$ cat src/sv/mpfb_pkg.sv
// Shared types and constants for the page framebuffer draw core.
`default_nettype none
package mpfb_pkg;
    localparam int MAX_COLUMNS = 128;
    localparam int MAX_PAGES   = 8;
    localparam int STORE_DEPTH = MAX_COLUMNS * MAX_PAGES;
    localparam int ADDR_W      = $clog2(STORE_DEPTH);

    typedef enum logic [2:0] {
        OP_FILL   = 3'd0,
        OP_PIXEL  = 3'd1,
        OP_RECT   = 3'd2,
        OP_BITMAP = 3'd3,
        OP_READ   = 3'd4
    } op_t;

    localparam logic [0:0] REG_WIDTH  = 1'b0;
    localparam logic [0:0] REG_HEIGHT = 1'b1;

    // Command handed from front to back: one clipped block, a store-wide fill, a read or none.
    typedef enum logic [1:0] {
        CMD_BLOCK = 2'd0,
        CMD_FILL  = 2'd1,
        CMD_READ  = 2'd2,
        CMD_NONE  = 2'd3
    } cmd_kind_t;

    typedef struct packed {
        cmd_kind_t   kind;
        logic        last;   // final command of its item: back emits the result
        logic        ink;
        logic [7:0]  xs;     // clipped start column, inclusive
        logic [8:0]  xe;     // clipped end column, exclusive
        logic [6:0]  ys;
        logic [6:0]  ye;
        logic [10:0] ridx;   // read index, bit 10 marks out of range
    } cmd_t;

    typedef enum logic [1:0] {
        F_IDLE  = 2'd0,
        F_BITS  = 2'd1
    } fstate_t;

    typedef enum logic [2:0] {
        B_IDLE  = 3'd0,
        B_RD    = 3'd1,
        B_WAIT  = 3'd2,
        B_WR    = 3'd3,
        B_FILL  = 3'd4,
        B_RDRES = 3'd5,
        B_OUT   = 3'd6,
        B_CLR   = 3'd7
    } bstate_t;
endpackage
`default_nettype wire

$ cat src/sv/mpfb_queue.sv
// Short command queue between front and back.
`default_nettype none
module mpfb_queue import mpfb_pkg::*; (
    input  wire logic aclk,
    input  wire logic aresetn,
    input  wire logic wr_valid,
    output logic      wr_ready,
    input  cmd_t      wr_data,
    output logic      rd_valid,
    input  wire logic rd_ready,
    output cmd_t      rd_data
);
    cmd_t       slot_reg [4];
    logic [1:0] wp_reg, rp_reg;
    logic [2:0] cnt_reg;
    logic       push, pop;

    assign wr_ready = (cnt_reg != 3'd4);
    assign rd_valid = (cnt_reg != 3'd0);
    assign rd_data  = slot_reg[rp_reg];
    assign push = wr_valid && wr_ready;
    assign pop  = rd_valid && rd_ready;

    // Advance pointers and count
    always_ff @(posedge aclk) begin
        if (!aresetn) begin
            wp_reg  <= '0;
            rp_reg  <= '0;
            cnt_reg <= '0;
        end else begin
            if (push) wp_reg <= wp_reg + 2'd1;
            if (pop)  rp_reg <= rp_reg + 2'd1;
            cnt_reg <= cnt_reg + {2'd0, push} - {2'd0, pop};
        end
        if (push) slot_reg[wp_reg] <= wr_data;
    end
endmodule
`default_nettype wire

$ cat config.mk
export PLATFORM = sky130hd
export DESIGN_NAME = mpfb_queue
export DESIGN_NICKNAME = d
export VERILOG_FILES = /design/src/sv/mpfb_pkg.sv /design/src/sv/mpfb_queue.sv
export SDC_FILE = /design/constraint.sdc
export NUM_CORES = 1
export LEC_CHECK = 0
export ABC_AREA = 1
export BUFFER_PORTS_ARGS = -buffer_cell sky130_fd_sc_hd__buf_2
export CAP_MARGIN = 20
export CORE_ASPECT_RATIO = 0.7
export CORE_MARGIN = 5
export CORE_UTILIZATION = 45
export CTS_CLUSTER_SIZE = 25
export DETAILED_ROUTE_END_ITERATION = 8
export SLEW_MARGIN = 20
export SYNTH_ARGS = -nofsm -noshare
export SYNTH_HDL_FRONTEND = slang
export SYNTH_SLANG_ARGS = --single-unit
$ cat constraint.sdc
create_clock -name aclk -period 3.5 [get_ports aclk]
set_input_delay 0.7 -clock aclk [delete_from_list [all_inputs] [get_ports aclk]]
set_output_delay 0.7 -clock aclk [all_outputs]
set_load 0.05 [all_outputs]
# Word-level counts from Yosys, hierarchy flattened
# Memory sizes are Yosys's and may differ from the RTL's. A register that Yosys moved wholly into a read port is not among the register bits.
# Index checks and enable logic that the tools add are counted.
[word_totals]
mem_count = 1
regBits = 7
output_inout_bits = 48
ram_bits = 184
inputBits = 50
elab_cells = 16
[op_classes]
mux = 4
add_sub_neg = 4
n_reduce_logical = 3
eq_ne = 1
[mem_list]
columns = ["name", "words", "word_bits", "rd", "rd_ports_with_merged_regs", "wr", "line_no", "source"]
rows = [
  ["slot_reg", 4, 46, 1, 1, 1, "mpfb_queue.sv:13", "cmd_t slot_reg [4];"],
]
[ops]
columns = ["cell", "count"]
rows = [
  ["adder 2 x 1 -> 2 bit, second input constant", 2],
  ["two-way mux 2 bit", 2],
  ["adder 3 x 1 -> 3 bit", 1],
  ["inequality test 3 bit, second input constant", 1],
  ["nonzero test 3 bit", 1],
  ["subtractor 3 x 1 -> 3 bit", 1],
  ["logical AND 1 bit", 2],
  ["two-way mux 1 bit", 2],
]

# Depth between registers and ports, before layout
[depth]
word_depth = 4
mapped_depth = 10
mapped_depth_nobuf = 10

# Worst setup path before layout
# OpenSTA, ideal clock, no wires.
[synth_timing]
path_kind = "flip-flop to flip-flop"
from = "register cnt_reg[1]"
to = "memory slot_reg[0][0] in the netlist's numbering (enable)"
n_path_buf = 0
setup_time_ns = 0.450
arrival_ns = 3.074
slack_ns = -0.024
synth_period_minus_slack_ns = 3.524
path_stages_with_launch = 5
required_ns = 3.050
path_cell_list = "dfxtp_1 -> nor2_1 -> nand2_1 -> nand2_1 -> nor2_1"
[synth_via]
elab_chain_len = 4
[synth_rtl]
columns = ["item", "line_no", "source"]
rows = [
  ["from (decl)", "mpfb_queue.sv:15", "logic [2:0] cnt_reg;"],
  ["from (signal assigned)", "mpfb_queue.sv:33", "cnt_reg <= cnt_reg + {2'd0, push} - {2'd0, pop};"],
  ["inequality test 3 bit", "mpfb_queue.sv:18", "assign wr_ready = (cnt_reg != 3'd4);"],
  ["named net wr_ready", "mpfb_queue.sv:7", "output logic wr_ready,"],
  ["logical AND 1 bit", "mpfb_queue.sv:21", "assign push = wr_valid && wr_ready;"],
  ["two-way mux 1 bit", "mpfb_queue.sv:35", "if (push) slot_reg[wp_reg] <= wr_data;"],
  ["two-way mux 1 bit (not written as such)", "mpfb_queue.sv:35", ""],
  ["to (decl)", "mpfb_queue.sv:13", ""],
]
# The timed path passes the listed nets, and every way through them passes these cells.

==> impl_metrics.toml <==
[worst_setup_path]
critical_path_class = "reg2out"
cp-end-kind = "primary output"
critPathMaxStageDelay_ps = 710
critPathMaxFanout = 92
slowest_stage = "buf_4"
start_kind = "register"
path_cells = "buf_4, o21ai_0, o22ai_1, buf_2"
critPathArrivalTime_ps = 2300
worst-endpoint-required_ps = 2800

[placement]
place.gp.congestion = 0.727
dp.cells = 813
io_buffers = 97
post-place-ws_ps = 918
dp_hpwl_mm = 8.48

[timing]
holdWs_ps = 483
grt_setup_unrepaired = "no"
skew_ps = 13.9
slew_violations = 0
hold_viol = 0
setup_slack_ps = 501
fin_crit_sh_pct = 85.7
min_period_ps = 3000
tightestPinTransition_ps = 892
fmax_mhz = 333
tns_ps = 0
setup_violations = 0
slew_headroom_pct = 40.5

[clock_network]
postCtsSetupBuffers = 0
hold_buffers = 0
cts-resized-gates = 0
cts_max_level = 4
insertion_delay_ps = 430
cts_tree = "built"
cts_inserted_buffers = 17
cts.path.max_buffers = 2
clockRootBuffer = "clkbuf_16"
clkSinkCount = 193
cts.clk_slew.worst_paths_ps = 70

[die]
die_area_um2 = 19000
fp-row-count = 39
start_util_pct = 45.5
ioPinCount = 98
chipWidth_um = 163
core_area_um2 = 16200
die_h_um = 117

[finish]
nets = 664
layout_commonest_cell = "edfxtp_1"
most-common-layout-cells = "edfxtp_1, buf_2, nor2_1, o21ai_0, o22ai_1"
num_antenna_cells = 0
area_growth_pct = 17.4
layout-drive-gt1-share_pct = 25.3
finalNonFillerCells = 845
largest_reg_flops = 184

[route]
first_iter_violations = 355
routed_wl_mm = 15.1
routed_via_density = 5.16
dr_wl_met2_mm = 6.93
met1_length_mm = 6.83
wl_met3_mm = 1.21
detail-route-antenna-nets = 0
remaining_drc_errors = 0
dr.pass1.iters = 4
num_vias = 4364
post_drt_wl_per_cell_um = 17.8
topRoutingLayerUsed = "met5"

[synth]
ys_ff_latch = 193
netlist_area_um2 = 7350
syn_area_per_cell_um2 = 14.4
syn_inst = 510
yosysSeqAreaShare_pct = 77.6
yosysWarnings = 0
ys_types = 20
synth_nets = 567

[hold_path]
hp-class = "in2reg"

[global_routing]
gr-total-overflow = 0
antenna_found_initial = 2
grt_max_degree = 93
grt_use_total_pct = 16.4
grt_first_pass_wirelength_mm = 23.6
grt_pass1_vias = 4283

[job]
maxCapViolations = 0

[pwr]
p_leak_nw = 3.04
irDropWorstVdd_v = 0.000430
powerDensity_nw_per_um2 = 814

[run_status]
status = "finished, final reports clean"
-- cells in the mapped netlist --
library cell  count  area share, %
dfxtp_1           9            2.5
a21boi_0          2           0.20
buf_2             7           0.48
buf_6            10            1.5
o21ai_1          34            2.3
o22ai_2           6            1.0
buf_4             1           0.10
nand3_1           3           0.20
nand2_1          13           0.66
fa_1              1           0.27
inv_2             1          0.051
edfxtp_1        184             75
nor2_1           98            5.0
inv_1            15           0.77
clkbuf_1         11           0.56
o22ai_1          40            3.4
o21ai_0          59            4.0
a21oi_1           4           0.27
nor2_2            6           0.51
ha_1              6            1.0
-- power breakdown --
group          internal (mW)  switching, mW  leakage [nW]  total, mW
clock                   1.06          0.845         0.284       1.91
sequential              2.82         0.0756          1.76       2.89
combinational          0.478           1.74         0.998       2.22
total                   4.36           2.67          3.04       7.02
-- worst max-delay path, delay by kind of cell (launching register included) --
kind	cells	cell delay (ps)
flops	1	330
buf+inv	2	1040
compound gates	2	500
-- per-layer routing --
metal  global-route usage, %  vias up
li1                        -     2090
met3                    5.29        8
met2                    25.8      125
met5                       0        -
met1                    22.5     2137
met4                    4.41        4
-- cell families after synthesis --
kind of cell | share of synthesized area (%)
adder cells (fa/ha/maj) | 1.29
buffers and inverters | 3.49
AND/OR/NAND/NOR | 6.38
flip-flops | 77.6
AO/OA/AOI/OAI | 11.2
-- stage by stage --
step           utilization (%)  power (mW)  cell area [um^2]
6_report                  53.4        7.02              8630
5_1_grt                   53.4        7.36              8630
4_1_cts                   53.4        7.09              8630
3_5_place_dp              49.8        5.18              8040
3_3_place_gp              49.8        5.16              8040
2_1_floorplan                -        4.64              7350
-- cell type report --
| class | count | area, um^2 |
|---|---|---|
| Multi-Input combinational cell | 272 | 1420 |
| Inverter | 16 | 61.3 |
| Sequential cell | 193 | 5710 |
| Tap cell | 225 | 282 |
| Timing Repair Buffer | 107 | 573 |
| Clock buffer | 18 | 429 |
| Fill cell | 1327 | 7520 |
| Clock inverter | 14 | 155 |
-- worst paths after layout --
path | start | to | slack [ps] | cells after the start
worst max register to register | cnt_reg[1]$_SDFF_PN0_ | cnt_reg[2]$_SDFF_PN0_ | 1160 | 10
worst min-delay path | wr_data[5] | slot_reg[2][5]$_DFFE_PP_ | 480 | 1
worst max-delay path | register | rd_data[26] | 500 | 4
worst min register to register | rp_reg[0]$_SDFFE_PN0P_ | rp_reg[0]$_SDFFE_PN0P_ | 490 | 2
(Power assumes the default switching activity.)
