**src/sv/mpfb_pkg.sv**
```systemverilog
// Shared types and constants for the page framebuffer draw core.
`default_nettype none
package mpfb_pkg;
    localparam int MAX_COLUMNS = 128;
    localparam int MAX_PAGES   = 8;
    localparam int STORE_DEPTH = MAX_COLUMNS * MAX_PAGES;
    localparam int ADDR_W      = $clog2(STORE_DEPTH);

    typedef enum logic [2:0] {
        OP_FILL   = 3'd0,
        OP_PIXEL  = 3'd1,
        OP_RECT   = 3'd2,
        OP_BITMAP = 3'd3,
        OP_READ   = 3'd4
    } op_t;

    localparam logic [0:0] REG_WIDTH  = 1'b0;
    localparam logic [0:0] REG_HEIGHT = 1'b1;

    // Command handed from front to back: one clipped block, a store-wide fill, a read or none.
    typedef enum logic [1:0] {
        CMD_BLOCK = 2'd0,
        CMD_FILL  = 2'd1,
        CMD_READ  = 2'd2,
        CMD_NONE  = 2'd3
    } cmd_kind_t;

    typedef struct packed {
        cmd_kind_t   kind;
        logic        last;   // final command of its item: back emits the result
        logic        ink;
        logic [7:0]  xs;     // clipped start column, inclusive
        logic [8:0]  xe;     // clipped end column, exclusive
        logic [6:0]  ys;
        logic [6:0]  ye;
        logic [10:0] ridx;   // read index, bit 10 marks out of range
    } cmd_t;

    typedef enum logic [1:0] {
        F_IDLE  = 2'd0,
        F_BITS  = 2'd1
    } fstate_t;

    typedef enum logic [2:0] {
        B_IDLE  = 3'd0,
        B_RD    = 3'd1,
        B_WAIT  = 3'd2,
        B_WR    = 3'd3,
        B_FILL  = 3'd4,
        B_RDRES = 3'd5,
        B_OUT   = 3'd6,
        B_CLR   = 3'd7
    } bstate_t;
endpackage
`default_nettype wire

```
**src/sv/mpfb_front.sv**
```systemverilog
// Front end: accepts items, clips them and issues block, fill and read commands.
`default_nettype none
module mpfb_front import mpfb_pkg::*; (
    input  wire logic        aclk,
    input  wire logic        aresetn,
    input  wire logic        in_valid,
    output logic             in_ready,
    input  wire logic [2:0]  op,
    input  wire logic [8:0]  pos_x,
    input  wire logic [8:0]  pos_y,
    input  wire logic [8:0]  rect_width,
    input  wire logic [8:0]  rect_height,
    input  wire logic [5:0]  bitmap_row,
    input  wire logic [3:0]  byte_column,
    input  wire logic [7:0]  pattern,
    input  wire logic [3:0]  scale_x,
    input  wire logic [3:0]  scale_y,
    input  wire logic        ink,
    input  wire logic [9:0]  read_index,
    input  wire logic [8:0]  aw,
    input  wire logic [6:0]  ah,
    output logic             cmd_valid,
    input  wire logic        cmd_ready,
    output cmd_t             cmd
);
    fstate_t state_reg, state_next;
    // Latched bitmap item
    logic signed [13:0] bx_reg, bx_next;   // left column of current block
    logic signed [13:0] by_reg;
    logic [3:0]  sx_reg, sy_reg;
    logic [7:0]  pat_reg, pat_next;
    logic [3:0]  k_reg, k_next;
    logic        ink_reg;

    logic signed [13:0] row_prod;
    logic signed [13:0] col_prod;
    logic signed [13:0] cx0, cy0, cx1, cy1;
    logic signed [13:0] bw, bh;
    cmd_t blk;

    // Clip a block given origin and size
    function automatic cmd_t clip(input logic signed [13:0] x0, input logic signed [13:0] y0,
                                  input logic signed [13:0] w, input logic signed [13:0] h,
                                  input logic [8:0] wid, input logic [6:0] hgt,
                                  input logic ik);
        cmd_t c;
        logic signed [13:0] xs, xe, ys, ye;
        c = '0;
        xs = (x0 < 0) ? 14'sd0 : x0;
        xe = (x0 + w > $signed({5'd0, wid})) ? $signed({5'd0, wid}) : x0 + w;
        ys = (y0 < 0) ? 14'sd0 : y0;
        ye = (y0 + h > $signed({7'd0, hgt})) ? $signed({7'd0, hgt}) : y0 + h;
        c.ink = ik;
        if (xs < xe && ys < ye) begin
            c.kind = CMD_BLOCK;
            c.xs = xs[7:0];
            c.xe = xe[8:0];
            c.ys = ys[6:0];
            c.ye = ye[6:0];
        end else begin
            c.kind = CMD_NONE;
        end
        return c;
    endfunction

    // Bitmap block origin
    assign row_prod = $signed({8'd0, bitmap_row}) * $signed({10'd0, scale_y});
    assign col_prod = $signed({7'd0, byte_column, 3'd0}) * $signed({10'd0, scale_x});

    // Pick the block for the current cycle
    always_comb begin
        cx0 = $signed({{5{pos_x[8]}}, pos_x});
        cy0 = $signed({{5{pos_y[8]}}, pos_y});
        bw  = 14'sd1;
        bh  = 14'sd1;
        if (state_reg == F_BITS) begin
            cx0 = bx_reg;
            cy0 = by_reg;
            bw  = $signed({10'd0, sx_reg});
            bh  = $signed({10'd0, sy_reg});
        end else if (op == OP_RECT) begin
            bw = $signed({5'd0, rect_width});
            bh = $signed({5'd0, rect_height});
        end
        cx1 = cx0;
        cy1 = cy0;
        blk = clip(cx1, cy1, bw, bh, aw, ah, (state_reg == F_BITS) ? ink_reg : ink);
    end

    // Next state
    always_comb begin
        state_next = state_reg;
        case (state_reg)
            F_IDLE: begin
                if (in_valid && op == OP_BITMAP) begin
                    state_next = F_BITS;
                end
            end
            F_BITS: begin
                // Final bit slot always offers a word; leave once it is taken
                if (k_reg == 4'd8) begin
                    state_next = F_IDLE;
                end else if (k_reg == 4'd7 && cmd_ready) begin
                    state_next = F_IDLE;
                end
            end
            default: state_next = F_IDLE;
        endcase
    end

    // Outputs
    always_comb begin
        in_ready  = 1'b0;
        cmd_valid = 1'b0;
        cmd       = blk;
        cmd.last  = 1'b1;
        cmd.ridx  = '0;
        bx_next   = bx_reg;
        pat_next  = pat_reg;
        k_next    = k_reg;
        case (state_reg)
            F_IDLE: begin
                case (op)
                    OP_FILL: begin
                        cmd.kind = CMD_FILL;
                        cmd_valid = in_valid;
                        in_ready = cmd_ready;
                    end
                    OP_PIXEL, OP_RECT: begin
                        cmd_valid = in_valid;
                        in_ready = cmd_ready;
                    end
                    OP_READ: begin
                        cmd.kind = CMD_READ;
                        cmd.ridx = {1'b0, read_index};
                        cmd_valid = in_valid;
                        in_ready = cmd_ready;
                    end
                    OP_BITMAP: begin
                        in_ready = 1'b1;
                        bx_next = $signed({{5{pos_x[8]}}, pos_x}) + col_prod;
                        pat_next = pattern;
                        k_next = 4'd0;
                    end
                    default: begin
                        cmd.kind = CMD_NONE;
                        cmd_valid = in_valid;
                        in_ready = cmd_ready;
                    end
                endcase
            end
            F_BITS: begin
                // Emit one block per set bit whose block survives clipping; final slot carries the result
                cmd.last = (k_reg == 4'd7) || (k_reg == 4'd8);
                if (k_reg == 4'd8) begin
                    cmd.kind = CMD_NONE;
                    cmd_valid = 1'b1;
                end else if (pat_reg[7]) begin
                    cmd_valid = 1'b1;
                    if (cmd.last == 1'b0 && blk.kind == CMD_NONE) cmd_valid = 1'b0;
                end else if (k_reg == 4'd7) begin
                    cmd.kind = CMD_NONE;
                    cmd_valid = 1'b1;
                end
                if (!cmd_valid || cmd_ready) begin
                    k_next = k_reg + 4'd1;
                    pat_next = {pat_reg[6:0], 1'b0};
                    bx_next = bx_reg + $signed({10'd0, sx_reg});
                end
            end
            default: ;
        endcase
    end

    always_ff @(posedge aclk) begin
        if (!aresetn) begin
            state_reg <= F_IDLE;
        end else begin
            state_reg <= state_next;
        end
        bx_reg  <= bx_next;
        pat_reg <= pat_next;
        k_reg   <= k_next;
        if (state_reg == F_IDLE && in_valid && op == OP_BITMAP) begin
            by_reg  <= $signed({{5{pos_y[8]}}, pos_y}) + row_prod;
            sx_reg  <= scale_x;
            sy_reg  <= scale_y;
            ink_reg <= ink;
        end
    end
endmodule
`default_nettype wire

```
**config.mk**
```make
export PLATFORM = sky130hd
export DESIGN_NAME = mpfb_front
export DESIGN_NICKNAME = d
export VERILOG_FILES = /design/src/sv/mpfb_pkg.sv /design/src/sv/mpfb_front.sv
export SDC_FILE = /design/constraint.sdc
export NUM_CORES = 1
export LEC_CHECK = 0
export ABC_AREA = 1
export BUFFER_PORTS_ARGS = -buffer_cell sky130_fd_sc_hd__buf_2
export CAP_MARGIN = 20
export CORE_UTILIZATION = 54
export DETAILED_ROUTE_END_ITERATION = 6
export PLACE_DENSITY_LB_ADDON = 0.2
export SKIP_CTS_REPAIR_TIMING = 1
export SYNTH_ARGS = -nofsm -noshare
export SYNTH_HDL_FRONTEND = slang
export SYNTH_SLANG_ARGS = --single-unit
```
**constraint.sdc**
```tcl
create_clock -name aclk -period 9.25 [get_ports aclk]
set_input_delay 0.925 -clock aclk [delete_from_list [all_inputs] [get_ports aclk]]
set_output_delay 0.925 -clock aclk [all_outputs]
set_load 0.03 [all_outputs]
```
# --- Yosys cells after proc, flatten, opt, wreduce, memory -nomap -nowiden ---
# Cells that the tools add are included.
totals:
  ff_bits: 51
  inputBits: 96
  out_inout_bits: 48
classes:
  n_addsub: 6
  multipliers: 2
  n_lt_le_gt_ge: 6
  n_eq_ne: 12
  n_mux: 43
  bitwise: 1
  n_reduce_logical: 15
op_table:
  columns: ["cell", "count"]
  rows:
  - ["$mux 14", 8]
  - ["$mux 9", 4]
  - ["$mux 31", 1]
  - ["$add 14x10->14", 2]
  - ["$lt 14x1->1 const B", 2]
  - ["$lt 14x14->1", 2]
  - ["$pmux 14 s2", 1]
  - ["$mux 10", 2]
  - ["$mux 8", 2]
  - ["$pmux 8 s2", 1]
  - ["$add 14x5->14", 1]
  - ["$gt 14x10->1", 1]
  - ["$gt 14x8->1", 1]
  - ["$mux 2", 7]
  - ["$add 9x12->13", 1]
  - ["$add 9x11->12", 1]
  - ["$mul 6x4->10", 1]
  - ["$mux 1", 10]
  - ["$mul 4x4->8", 1]
  - ["$mux 4", 2]
  - ["$pmux 2 s2", 2]
  - ["$pmux 4 s2", 1]
  - ["$eq 3x2->1 const B", 2]
  - ["$logic_and 1x1->1", 6]
  - ["21 further kinds", 23]

# --- Logic depth before layout (Yosys ltp) ---
# Gate-level depths: netlist of run 1.
depth:
  depth_word: 19
  depth_mapped: 42
  ltp_nobuf: 40

# --- Least setup slack after synthesis of run 1 ---
# OpenSTA, ideal clock, no wires.
synth_path:
  path_type: "in2out"
  startpoint: "input op[1]"
  endpoint: "output cmd[41] (netlist name)"
  t_arrival_ns: 6.062
  required_time_ns: 8.325
  path_slack_ns: 2.263
  stages: 36
  cell_sequence: "inv_1 -> nor2_1 -> inv_1 -> nor3_1 -> inv_1 -> o22a_1 -> ha_1 -> fa_1 -> nand2_1 -> nand3_1 -> nand2_1 -> nor2_1 -> or2_2 -> xor2_1 -> inv_1 -> ha_1 -> nand2_1 -> nor2_1 -> nand3_1 -> nand2_1 -> nand3_2 -> nand2_2 -> inv_1 -> clkbuf_1 -> nand2_1 -> o21ai_0 -> ha_1 -> a21oi_1 -> nor2_1 -> a211oi_1 -> nor2_1 -> a221oi_1 -> nand3_1 -> nor2_2 -> inv_2 -> nor3_1"
synth_rtl:
  columns: ["item", "line", "source"]
  rows:
  - ["start: declaration", "mpfb_front.sv:8", "input wire logic [2:0] op,"]
  - ["end: declaration", "mpfb_front.sv:24", "output cmd_t cmd"]

==> results.py, run 1 <==
metrics = {
    "power": {
        "power_density_nw_per_um2": 113,
        "irDropWorstVdd_v": 0.000111,
        "p_leak_uw": 0.00481,
    },
    "grt": {
        "grt_max_degree": 44,
        "grtUsageMet1_pct": 36.9,
        "grt_pass1_wl_um": 30200,
        "antenna_found_initial": 1,
        "grtUsageTotal_pct": 26.3,
        "grt_use_met2_pct": 42.8,
        "overflow": 0,
        "grt_pass1_vias": 6570,
        "gr-max-usage-layer": "met2",
        "use_met3_pct": 3.33,
    },
    "worst_setup_path": {
        "worstSetupStartpoint": "op[2]",
        "critPathArrivalTime_ns": 6.70,
        "r2r_cells": 35,
        "worstPathRequired_ns": 8.33,
        "reg2reg_to": "bx_reg[1]$_DFFE_PP_",
        "slowest_delay_ns": 0.40,
        "crit_path_start_kind": "input port",
        "worst-path-max-fanout": 33,
        "cpMaxStageDelayCell": "fa_1",
        "regToRegStartpoint": "state_reg[0]$_SDFFE_PN0P_",
        "path_class": "in2out",
        "cpMostUsedCell": "nand2_1",
        "critical_path.endpoint_type": "output pin",
        "r2r_slack_ns": 2.45,
    },
    "clocking": {
        "clk_latency_ns": 0.29,
        "cts_made_buffers": 5,
        "clk_pin_slew_worst_paths_ns": 0.06,
        "cts_max_level": 2,
        "cts-root-buf": "clkbuf_16",
        "cts_tree": "yes",
        "cts_num_sinks": 48,
        "clockBufferDepth": 2,
    },
    "place": {
        "numPortBuffers": 142,
        "post-dp-hpwl_um": 15100,
        "gp_congestion": 1.00,
        "dpl.cell_count": 1408,
    },
    "cells_and_area": {
        "nets": 1461,
        "syn2layout_area_growth_pct": 13.7,
        "largest_reg_flops": 14,
        "drive_gt1_share_pct": 14.6,
        "final_cell_mix": "305 x nand2_1, 206 x inv_1, 142 x buf_2, 131 x nor2_1, 108 x ha_1",
        "final_common_cell": "nand2_1",
        "fin_util_pct": 63.0,
        "layoutNonFillerInstCount": 1418,
    },
    "drt": {
        "wirelength_um": 18000,
        "dr_total_vias": 7211,
        "drt_iter0_drc": 490,
        "drtAntennaViolNets": 0,
        "drt-vias-per-instance": 5.09,
        "wl_per_cell_um": 12.7,
        "drcViolationCount": 0,
        "detail_route.first_pass.iterations": 5,
    },
    "timing": {
        "rsz0062_at_grt": "false",
        "maxSlewViolCount": 0,
        "fin_crit_ns": 7.62,
        "hold_viol_final": 0,
        "fin_worst_skew_ns": 0.00648,
        "period_share_pct": 82.4,
        "setup_viol": 0,
        "final.setup.tns_ns": 0,
        "fmax_mhz": 131,
        "relSlewSlack_pct": 45.8,
        "tightest_slew_ns": 0.812,
    },
    "status": {
        "status": "finished clean",
    },
    "floorplanning": {
        "die_x_um": 119,
        "dieArea_um2": 14100,
        "rows": 42,
        "start_util_pct": 55.4,
        "core_um2": 13200,
        "ios": 144,
        "die_y_um": 119,
    },
    "job": {
        "maxCapViolations": 0,
    },
    "worst_hold_path": {
        "worstHoldEndpoint": "pat_reg[7]$_DFFE_PP_",
        "hold_start": "pat_reg[6]$_DFFE_PP_",
        "hold_depth": 2,
        "hp-class": "reg2reg",
    },
    "yosys": {
        "synth-seq-cells": 48,
        "synth_cells": 1109,
        "synth_area_um2": 7340,
        "synth_edf_count": 47,
        "synth_top_flop_cell": "edfxtp_1",
        "ys_seq_area_share_pct": 19.5,
        "synth_area_per_cell_um2": 6.62,
        "async_flop_share_pct": 0,
        "synth_cell_type_count": 46,
        "syn_nets": 1330,
        "ys_warn_count": 0,
    },
}
==> cells by family after synthesis <==
family | Yosys count | synth area share (%)
buffers and inverters | 231 | 12.2
AND/OR/NAND/NOR | 532 | 30.4
XOR/XNOR | 35 | 4.28
flip-flops | 48 | 19.5
adder cells (fa/ha/maj) | 125 | 23.0
AO/OA/AOI/OAI | 137 | 10.5
other | 1 | 0.0511
==> Yosys cell counts (all sizes together) (5+ instances only) <==
| master | number | share of area, % |
|---|---|---|
| nand2 | 311 | 16 |
| inv | 210 | 11 |
| nor2 | 132 | 6.8 |
| ha | 108 | 18 |
| o21ai | 55 | 3.7 |
| nand3 | 54 | 3.8 |
| a21oi | 50 | 3.4 |
| edfxtp | 47 | 19 |
| xor2 | 23 | 2.8 |
| nor3 | 21 | 2.2 |
| fa | 17 | 4.6 |
| buf | 13 | 1.0 |
| xnor2 | 12 | 1.4 |
| clkbuf | 8 | 0.41 |
| nand4 | 7 | 0.60 |
| o21bai | 7 | 0.72 |
| a211oi | 5 | 0.51 |
| a22o | 5 | 0.60 |
==> layout make-up <==
class,count,area [um2]
clock inverters,1,5.00
clock buffers,7,133
diodes,1,2.50
well taps,176,220
flip-flops and latches,48,1430
repair buffers,145,753
fillers,1266,4890
multi-input cells,830,5010
inverters,210,791
==> power breakdown <==
part / switching, uW / internal [uW] / total, uW
Clock: 76.7 / 100 / 177
Combinational: 306 / 187 / 493
Sequential: 8.78 / 266 / 275
==> per-layer routing <==
layer	share of wire (%)	wire length [um]	up-vias
met5	0	0	-
met4	1.9	338	0
met1	49	8750	3159
met3	6.8	1230	25
met2	43	7690	237
li1	-	-	3790
==> critical path, delay by kind of cell <==
| kind | cells | cell delay [ns] |
|---|---|---|
| xor gates and xnor gates | 1 | 0.17 |
| buffers and inverters | 8 | 1.26 |
| and+or+nand+nor | 19 | 2.06 |
| adders and majority gates | 4 | 1.14 |
| AOI/OAI and AO/OA | 6 | 1.15 |
==> worst max path at each step <==
stage	to	slack (ns)	cells past startpoint
2_1_floorplan	cmd[41]	2.26	36
3_3_place_gp	cmd[45]	1.90	38
3_5_place_dp	cmd[45]	1.68	38
4_1_cts	cmd[45]	1.67	38
5_1_grt	cmd[45]	1.03	33
6_report	cmd[45]	1.63	38
==> metrics by stage <==
stage                     setup slack (ns)  power (uW)  hold WS (ns)  cell area (um2)
after floorplan                       2.26         645         0.494             7340
after global placement                1.90         751         0.505             8180
after detailed placement              1.68         763         0.511             8180
after CTS                             1.67         940         0.528             8320
after global routing                  1.03        1020         0.558             8350
final                                 1.63         944         0.525             8350
Note: power is estimated with default switching activity, not from simulation.
==> inputs of run 2 (changes only) <==
- ABC_AREA: 1 -> 0
- CORE_UTILIZATION: 54 -> 52
- clock period: 9.25 -> 6.45 ns (I/O delays scaled with it)
==> results.py, run 2 <==
metrics = {
    "clocking": {
        "clk_latency_ns": 0.29,
        "cts_made_buffers": 5,
        "cts_num_sinks": 48,
        "cts-root-buf": "clkbuf_16",
        "clk_pin_slew_worst_paths_ns": 0.06,
        "clockBufferDepth": 2,
        "cts_tree": "yes",
        "cts_max_level": 2,
    },
    "timing": {
        "setup_viol": 34,
        "period_share_pct": 108,
        "fin_crit_ns": 6.97,
        "fin_ws_ns": -0.516,
        "hold_viol_final": 0,
        "maxSlewViolCount": 0,
        "rsz0062_at_grt": "true",
        "fin_worst_skew_ns": 0.00417,
        "fmax_mhz": 144,
        "final.setup.tns_ns": -15.26,
    },
    "yosys": {
        "synth-seq-cells": 48,
        "synth.top_cell.area_share_pct": 20.0,
        "syn_nets": 1025,
        "async_flop_share_pct": 0,
        "yosys.area.top_type": "edfxtp_1",
        "synth_most_common_cell": "ha_1",
        "synth_area_leaders": "edfxtp_1 20%, ha_1 19%, xnor2_1 5.3%",
        "ys_seq_area_share_pct": 20.2,
        "synth_top_flop_cell": "edfxtp_1",
        "synth_edf_count": 47,
        "synth_cells": 804,
        "synth_common_cells": "108 x ha_1, 82 x inv_1, 59 x nand2_1, 59 x nor2_1, 54 x a21oi_1",
        "synth_cell_type_count": 69,
        "synth_area_per_cell_um2": 8.80,
        "ys_warn_count": 0,
        "synth_area_um2": 7070,
    },
    "worst_hold_path": {
        "worstHoldEndpoint": "ink_reg$_DFFE_PP_",
        "hold_start": "ink",
        "hold_depth": 1,
        "hp-class": "in2reg",
    },
    "worst_setup_path": {
        "critPathBufInv": 5,
        "regToRegStartpoint": "state_reg[0]$_SDFFE_PN0P_",
        "slowest_delay_ns": 0.49,
        "critPathTopFamily": "simple AND/OR/NAND/NOR gates",
        "critical_path.endpoint_type": "output pin",
        "cpMostUsedCell": "a21o_1",
        "cpMaxStageDelayCell": "or4_1",
        "r2r_cells": 30,
        "crit_path_start_kind": "input port",
        "critPathArrivalTime_ns": 6.32,
        "r2r_slack_ns": 0.32,
        "worst-path-max-fanout": 8,
        "path_class": "in2out",
        "worstPathRequired_ns": 5.80,
        "reg2reg_to": "k_reg[0]$_SDFFCE_PN0P_",
    },
    "cells_and_area": {
        "num_antenna_cells": 0,
        "largest_reg_flops": 14,
        "n_fill_cell": 1001,
        "layoutNonFillerInstCount": 1247,
        "nets": 1291,
        "register_area_um2": 1440,
        "multi_input_area_um2": 5560,
        "drive_gt1_share_pct": 35.3,
        "final_common_cell": "buf_4",
        "syn2layout_area_growth_pct": 37.8,
        "final_cell_mix": "131 x buf_4, 107 x buf_2, 106 x ha_1, 82 x inv_1, 58 x nand2_1",
    },
    "floorplanning": {
        "dieArea_um2": 14100,
        "die_x_um": 119,
        "core_um2": 13200,
        "start_util_pct": 53.4,
        "ios": 144,
        "rows": 42,
        "die_y_um": 119,
    },
    "drt": {
        "drt-vias-per-instance": 5.36,
        "drt_iter0_drc": 349,
        "dr_total_vias": 6686,
        "wl_per_cell_um": 15.2,
        "detail_route.first_pass.iterations": 5,
        "wirelength_um": 19000,
        "drcViolationCount": 0,
        "drtAntennaViolNets": 0,
    },
    "place": {
        "post-dp-hpwl_um": 15200,
        "numPortBuffers": 142,
        "post-place-ws_ns": -0.797,
        "dpl.cell_count": 1234,
        "gp_congestion": 0.899,
    },
    "power": {
        "irDropWorstVdd_v": 0.000157,
        "switching_share_pct": 39.5,
        "p_total_uw": 1680,
        "p_sw_uw": 664,
        "p_seq_share_pct": 24.1,
        "power_frac_clock_pct": 15.4,
        "internal-power_uw": 1020,
        "power_frac_comb_pct": 60.6,
        "p_leak_uw": 0.00484,
        "power_density_nw_per_um2": 173,
    },
    "grt": {
        "overflow": 0,
        "grtUsageTotal_pct": 26.2,
        "grt_max_degree": 27,
        "antenna_found_initial": 0,
        "grt_pass1_wl_um": 29800,
        "grt_pass1_vias": 6336,
    },
    "status": {
        "status": "finished with violations",
        "violations": "setup timing",
    },
    "job": {
        "maxCapViolations": 0,
    },
}
## run 2: changes by cell type after synthesis, sizes merged, moves of 10 or more
cell / delta
a21o: +31
and2: +46
inv: -127
mux2: +15
mux2i: +28
nand2: -252
nand3: -40
nor2: -70
o211ai: +10
o21ai: -36
xnor2: +31
## run 2: layout make-up
cell class              instances  area share (%)
multi-input cells             651            57.1
clock inverters                 3           0.193
flip-flops and latches         48            14.7
well taps                     176            2.26
repair buffers                281            21.3
clock buffers                   5            1.28
inverters                      83            3.20
## run 2: worst max-delay path by stage
stage | from | end | slack [ns] | depth (start not counted)
detailed placement | op[2] | cmd[21] | -0.80 | 30
global route | op[2] | cmd[34] | -0.84 | 30
floorplan | op[2] | cmd[39] | -0.57 | 29
CTS | state_reg[0]$_SDFFE_PN0P_ | cmd[21] | -0.84 | 29
global placement | op[2] | cmd[22] | -0.65 | 30
finish | op[2] | cmd[34] | -0.52 | 30
## run 2: per-stage QoR
step           hold WS, ns  utilization (%)  instance area, um2
2_1_floorplan        0.523                -                7370
3_3_place_gp         0.528             69.3                9180
3_5_place_dp         0.530             69.3                9180
4_1_cts              0.537             70.4                9330
5_1_grt              0.533             73.6                9750
6_report             0.540             73.6                9750
## run 2: logic make-up (layout without fill, tap and decap cells)
family                     Yosys count  after routing  synth area share, %
DFF                                 48             48                 20.2
other                                1              1               0.0530
and+or+nand+nor                    245            245                 18.5
xor gates and xnor gates            59             59                 7.31
AOI/OAI and AO/OA                  177            178                 17.3
buffers and inverters              106            372                 6.40
muxes                               43             43                 6.35
adders and majority gates          125            125                 23.9
## run 2: routing by layer
metal	wire [um]	GRT usage, %	vias up
li1	-	-	3369
met1	8940	36.1	3111
met2	8910	43.5	181
met3	749	2.80	25
met4	347	7.04	0
met5	0	0	-
## run 2: power groups by stage
stage / clock, uW / combinational (uW) / sequential [uW]
global placement: 0 / 914 / 411
detailed placement: 0 / 938 / 411
finish: 259 / 1020 / 405
global route: 273 / 1120 / 407
CTS: 263 / 944 / 405
floorplan: 0 / 650 / 407
## run 2: worst register-to-register path, delay by kind of cell, from the launching register on
family                   cells  cell delay [ns]
flip-flops                   1             0.40
adder cells (fa/ha/maj)      3             0.73
AND/OR/NAND/NOR              9             1.75
XOR/XNOR                     1             0.18
multiplexers                 1             0.23
AO/OA/AOI/OAI               11             1.84
buffers and inverters        5             0.77
